$ cat src/design/sfa_pkg.sv
package sfa_pkg;

    // command codes
    localparam logic [3:0] CMD_PACK   = 4'd0;
    localparam logic [3:0] CMD_UNPACK = 4'd1;
    localparam logic [3:0] CMD_ADD    = 4'd2;
    localparam logic [3:0] CMD_SUB    = 4'd3;
    localparam logic [3:0] CMD_MUL    = 4'd4;
    localparam logic [3:0] CMD_DIV    = 4'd5;
    localparam logic [3:0] CMD_EQ     = 4'd6;
    localparam logic [3:0] CMD_GE     = 4'd7;
    localparam logic [3:0] CMD_GT     = 4'd8;
    localparam logic [3:0] CMD_LE     = 4'd9;
    localparam logic [3:0] CMD_LT     = 4'd10;

    // quotient bits produced by the divider, one per stage
    localparam int DIV_STEPS = 26;

    // everything one transaction carries down the pipeline
    typedef struct packed {
        logic [3:0]        cmd;
        logic              rf;
        logic              raw_eq;
        logic [31:0]       fa;
        logic [31:0]       fb;
        logic              cmp;
        logic              spec_zero;
        logic              spec_ovf;
        logic              eff_sub;
        logic              sgn;
        logic signed [9:0] expo;
        logic [47:0]       wide;
        logic [27:0]       x;
        logic [27:0]       xs;
        logic [7:0]        shamt;
        logic [4:0]        lz;
        logic [24:0]       drem;
        logic [25:0]       dq;
        logic [23:0]       dd;
    } t_stage;

endpackage

$ cat src/design/sfa_div_step.sv
module sfa_div_step (
    input  logic            i_clk,
    input  logic            i_rst_n,
    input  logic            i_en,
    input  logic            i_valid,
    input  sfa_pkg::t_stage i_stage,
    output logic            o_valid,
    output sfa_pkg::t_stage o_stage
);
    import sfa_pkg::*;

    logic        r_valid;
    t_stage      r_stage;
    t_stage      n_stage;
    logic [24:0] w_diff;

    // one restoring division step: one quotient bit per stage
    always_comb begin
        n_stage = i_stage;
        w_diff  = i_stage.drem - {1'b0, i_stage.dd};
        if (i_stage.cmd == CMD_DIV) begin
            if (i_stage.drem >= {1'b0, i_stage.dd}) begin
                n_stage.dq   = {i_stage.dq[24:0], 1'b1};
                n_stage.drem = {w_diff[23:0], 1'b0};
            end else begin
                n_stage.dq   = {i_stage.dq[24:0], 1'b0};
                n_stage.drem = {i_stage.drem[23:0], 1'b0};
            end
        end
    end

    always_ff @(posedge i_clk) begin
        if (!i_rst_n) begin
            r_valid <= 1'b0;
        end else if (i_en) begin
            r_valid <= i_valid;
        end
    end

    always_ff @(posedge i_clk) begin
        if (i_en) begin
            r_stage <= n_stage;
        end
    end

    assign o_valid = r_valid;
    assign o_stage = r_stage;

endmodule
$ cat config.mk
export PLATFORM = sky130hd
export DESIGN_NAME = sfa_div_step
export DESIGN_NICKNAME = d
export VERILOG_FILES = /design/src/design/sfa_pkg.sv /design/src/design/sfa_div_step.sv
export SDC_FILE = /design/constraint.sdc
export NUM_CORES = 1
export LEC_CHECK = 0
export ABC_AREA = 1
export BUFFER_PORTS_ARGS = -buffer_cell sky130_fd_sc_hd__buf_2
export CORE_AREA = 4 4 218 220
export DETAILED_ROUTE_END_ITERATION = 7
export DIE_AREA = 0 0 222 224
export HOLD_SLACK_MARGIN = 0.15
export SYNTH_ARGS = -nofsm -noshare
export SYNTH_HDL_FRONTEND = slang
export SYNTH_SLANG_ARGS = --single-unit
$ cat constraint.sdc
create_clock -name i_clk -period 2.4 [get_ports i_clk]
set_input_delay 0.12 -clock i_clk [delete_from_list [all_inputs] [get_ports i_clk]]
set_output_delay 0.12 -clock i_clk [all_outputs]
set_load 0.01 [all_outputs]
==> impl_metrics.toml <==
[timing]
skew_ns = 0
finalCriticalPeriod_ns = 2.27
tightest_slew_ns = 0.721
rsz0062_at_grt = "no"
period_share_pct = 94.5
final-max-slew-violation-count = 0
relSlewSlack_pct = 51.9
clock.fmax_ghz = 0.441
fin_setup_tns_ns = 0
setup_viol = 0
hold_violations = 0

[synthesis]
synth_seq_cells = 278
netlist-cell-type-count = 38
synth_commonest_cells = "edfxtp_1, nand2_1, inv_1"
synth_top_area_cell = "edfxtp_1"
yosysMostFrequentCell = "edfxtp_1"
yosysSeqAreaShare_pct = 72.6
synthDominantCellAreaShare_pct = 72.4
netlist_instances = 903
synthArstFlopShare_pct = 0
synth_edf_count = 277
synth_nets = 1209
ys.flop_type = "edfxtp_1"
synth.area.top_cells = "edfxtp_1, nand2_1, inv_1, ha_1, nand3_1"
syn-cell-area_sq_um = 11500
ys_warn_count = 0
syn_area_per_cell_sq_um = 12.7

[min_path]
min_from = "i_stage[132]"
min_path_type = "in -> reg"
hold_path_end = "o_stage[132]$_DFFE_PP_"
whs_path_depth = 2

[grt]
antenna_found_initial = 14
grt_max_degree = 63
track_usage_pct = 19.6
grt_pass1_vias = 10700
grt_first_pass_wirelength_um = 72200
global_route.overflow_total = 0

[detailed_routing]
routed-via-count = 10300
wl_met2_um = 25400
avgRoutedWirePerCell_um = 21.0
wl_met3_um = 3310
drc = 0
drt_wl_total_um = 51000
drtAntennaViolNets = 0
vias_per_cell = 4.23
drt_iter0_drc = 639
top_layer = "met5"
firstDrtPassIters = 5
wl_met1_um = 19500

[worst_setup_path]
r2r_end = "o_valid$_SDFFE_PN0P_"
ff2ff_path_depth = 3
worstPathCellList = "dlygate4sd3_1 -> buf_2 -> inv_1 -> ha_1 -> nand2_1 -> nand2_1 -> inv_1 -> nand2_1 -> inv_2 -> nand3_4 -> nand2_2 -> buf_4 -> nand4_1 -> nand3_1 -> o21ai_0"
cp_common_cell = "nand2_1"
cp-end-kind = "register"
cp-start-kind = "primary input"
crit_type = "in -> reg"
slowest_delay_ns = 0.54
cp_top_family = "buffers and inverters"
crit_cells = 15
worstPathRequired_ns = 2.64
cp_max_fo = 12
arrival_ns = 2.51
path_buf_inv = 6
crit_slowest_cell = "dlygate4sd3_1"
r2r-start = "o_valid$_SDFFE_PN0P_"
rrSetupSlack_ns = 1.19
startpoint = "i_stage[8]"

[layout]
multi_input_area_sq_um = 2470
regArea_sq_um = 8340
final_cell_count_no_fill = 2427
fill_cells = 4287
nets = 2099
syn_to_final_growth_pct = 68.0
drive_gt1_share_pct = 38.3

[pwr]
p_sw_share_pct = 25.6
clockPowerShare_pct = 40.8
ir_worst_vdd_mv = 0.539
p_switching_mw = 3.51
power.internal_mw = 10.2
comb_power_share_pct = 16.2
power.density_nw_per_um2 = 713
seqPwrFrac_pct = 42.9
leakagePower_nw = 8.82

[die]
start_util_pct = 25.4
die_h_um = 224
die_x_um = 222
coreArea_sq_um = 45300
rows = 78
dieArea_sq_um = 49700
io_pins = 559

[placement]
gp_congestion = 0.933
dpl.hpwl_um = 38800
port_buffers = 558
dp_cells = 2063

[job]
cap_violations = 0

[run_status]
outcome = "complete, no violations"

[clock_tree]
cts_buffers = 35
worstSkewPairLatency_ns = 0.51
tritoncts = "yes"
h-tree-depth = 2
clkSinkCount = 278
clockBufferDepth = 3
post_cts_buffers = 0
cts-root-buf = "clkbuf_16"
clk_pin_slew_ns = 0.06
[per-stage QoR]
stage / cell area, sq um / hold WS, ns / total power, mW / utilization (%) / setup slack, ns
2_1_floorplan: 11500 / 0.213 / 6.75 / - / 0.622
3_3_place_gp: 15100 / 0.298 / 7.81 / 33.4 / 0.160
3_5_place_dp: 15100 / 0.298 / 7.82 / 33.4 / 0.146
4_1_cts: 19300 / 0.258 / 13.9 / 42.5 / 0.159
5_1_grt: 19300 / 0.282 / 14.3 / 42.6 / 0.00514
6_report: 19300 / 0.288 / 13.7 / 42.6 / 0.131
[cell type report]
cell class / count / share of cell area (%)
tap: 600 / 3.89
antenna: 8 / 0.104
clock buffer: 41 / 4.66
multi-input combinational: 465 / 12.8
inverter: 141 / 2.74
sequential: 278 / 43.2
timing repair buffer: 872 / 31.0
clock inverter: 22 / 1.63
[kinds of logic (layout without fill, tap and decap cells)]
family / count (synthesis) / after routing / synth area share (%)
compound gates: 30 / 30 / 1.48
xor+xnor: 10 / 10 / 0.763
fa+ha+maj: 25 / 25 / 2.79
buf+inv: 160 / 1076 / 5.90
flops: 278 / 278 / 72.6
other cells: 0 / 8 / 0
simple gates: 400 / 400 / 16.5
[placed cells by master, fill, tap and decap left out, drive strengths merged]
master,count
a21o,2
a21oi,12
and3,1
buf,579
bufinv,7
clkbuf,41
clkinv,13
clkinvlp,2
dfxtp,1
diode,8
dlygate4sd3,293
edfxtp,277
fa,1
ha,24
inv,141
nand2,268
nand3,60
nand3b,1
nand4,30
nor2,34
nor3,3
nor4,1
o21ai,15
o21bai,1
or2,2
xnor2,7
xor2,3
[registers in the layout, indices dropped and copies added, names as in the netlist]
register,cells
o_stage,277
o_valid,1
[metal layers]
layer  GRT usage [%]  vias to the layer above
li1                -                     4848
met1            22.6                     4855
met2            34.4                      454
met3            4.81                       97
met4            9.46                       12
met5               0                        -
[power by group through the flow]
stage	clock (mW)	sequential, mW	combinational [mW]
finish	5.62	5.90	2.23
global route	5.95	5.94	2.41
CTS	5.76	5.90	2.26
detailed placement	0	5.99	1.83
global placement	0	5.99	1.82
floorplan	0	6.21	0.549
[timing repair]
item / in CTS / in global routing
resized for setup: 0 / 2
endpoints found under the hold margin: 330 / 0
hold buffers: 293 / 0
endpoints found under the setup margin: 0 / 3
[worst max path at each step]
stage                                  to
floorplan           o_stage[63]$_DFFE_PP_
finish              o_stage[53]$_DFFE_PP_
detailed placement  o_stage[53]$_DFFE_PP_
global placement    o_stage[54]$_DFFE_PP_
CTS                 o_stage[53]$_DFFE_PP_
global route        o_stage[54]$_DFFE_PP_
Note: power is estimated with default switching activity, not from simulation.
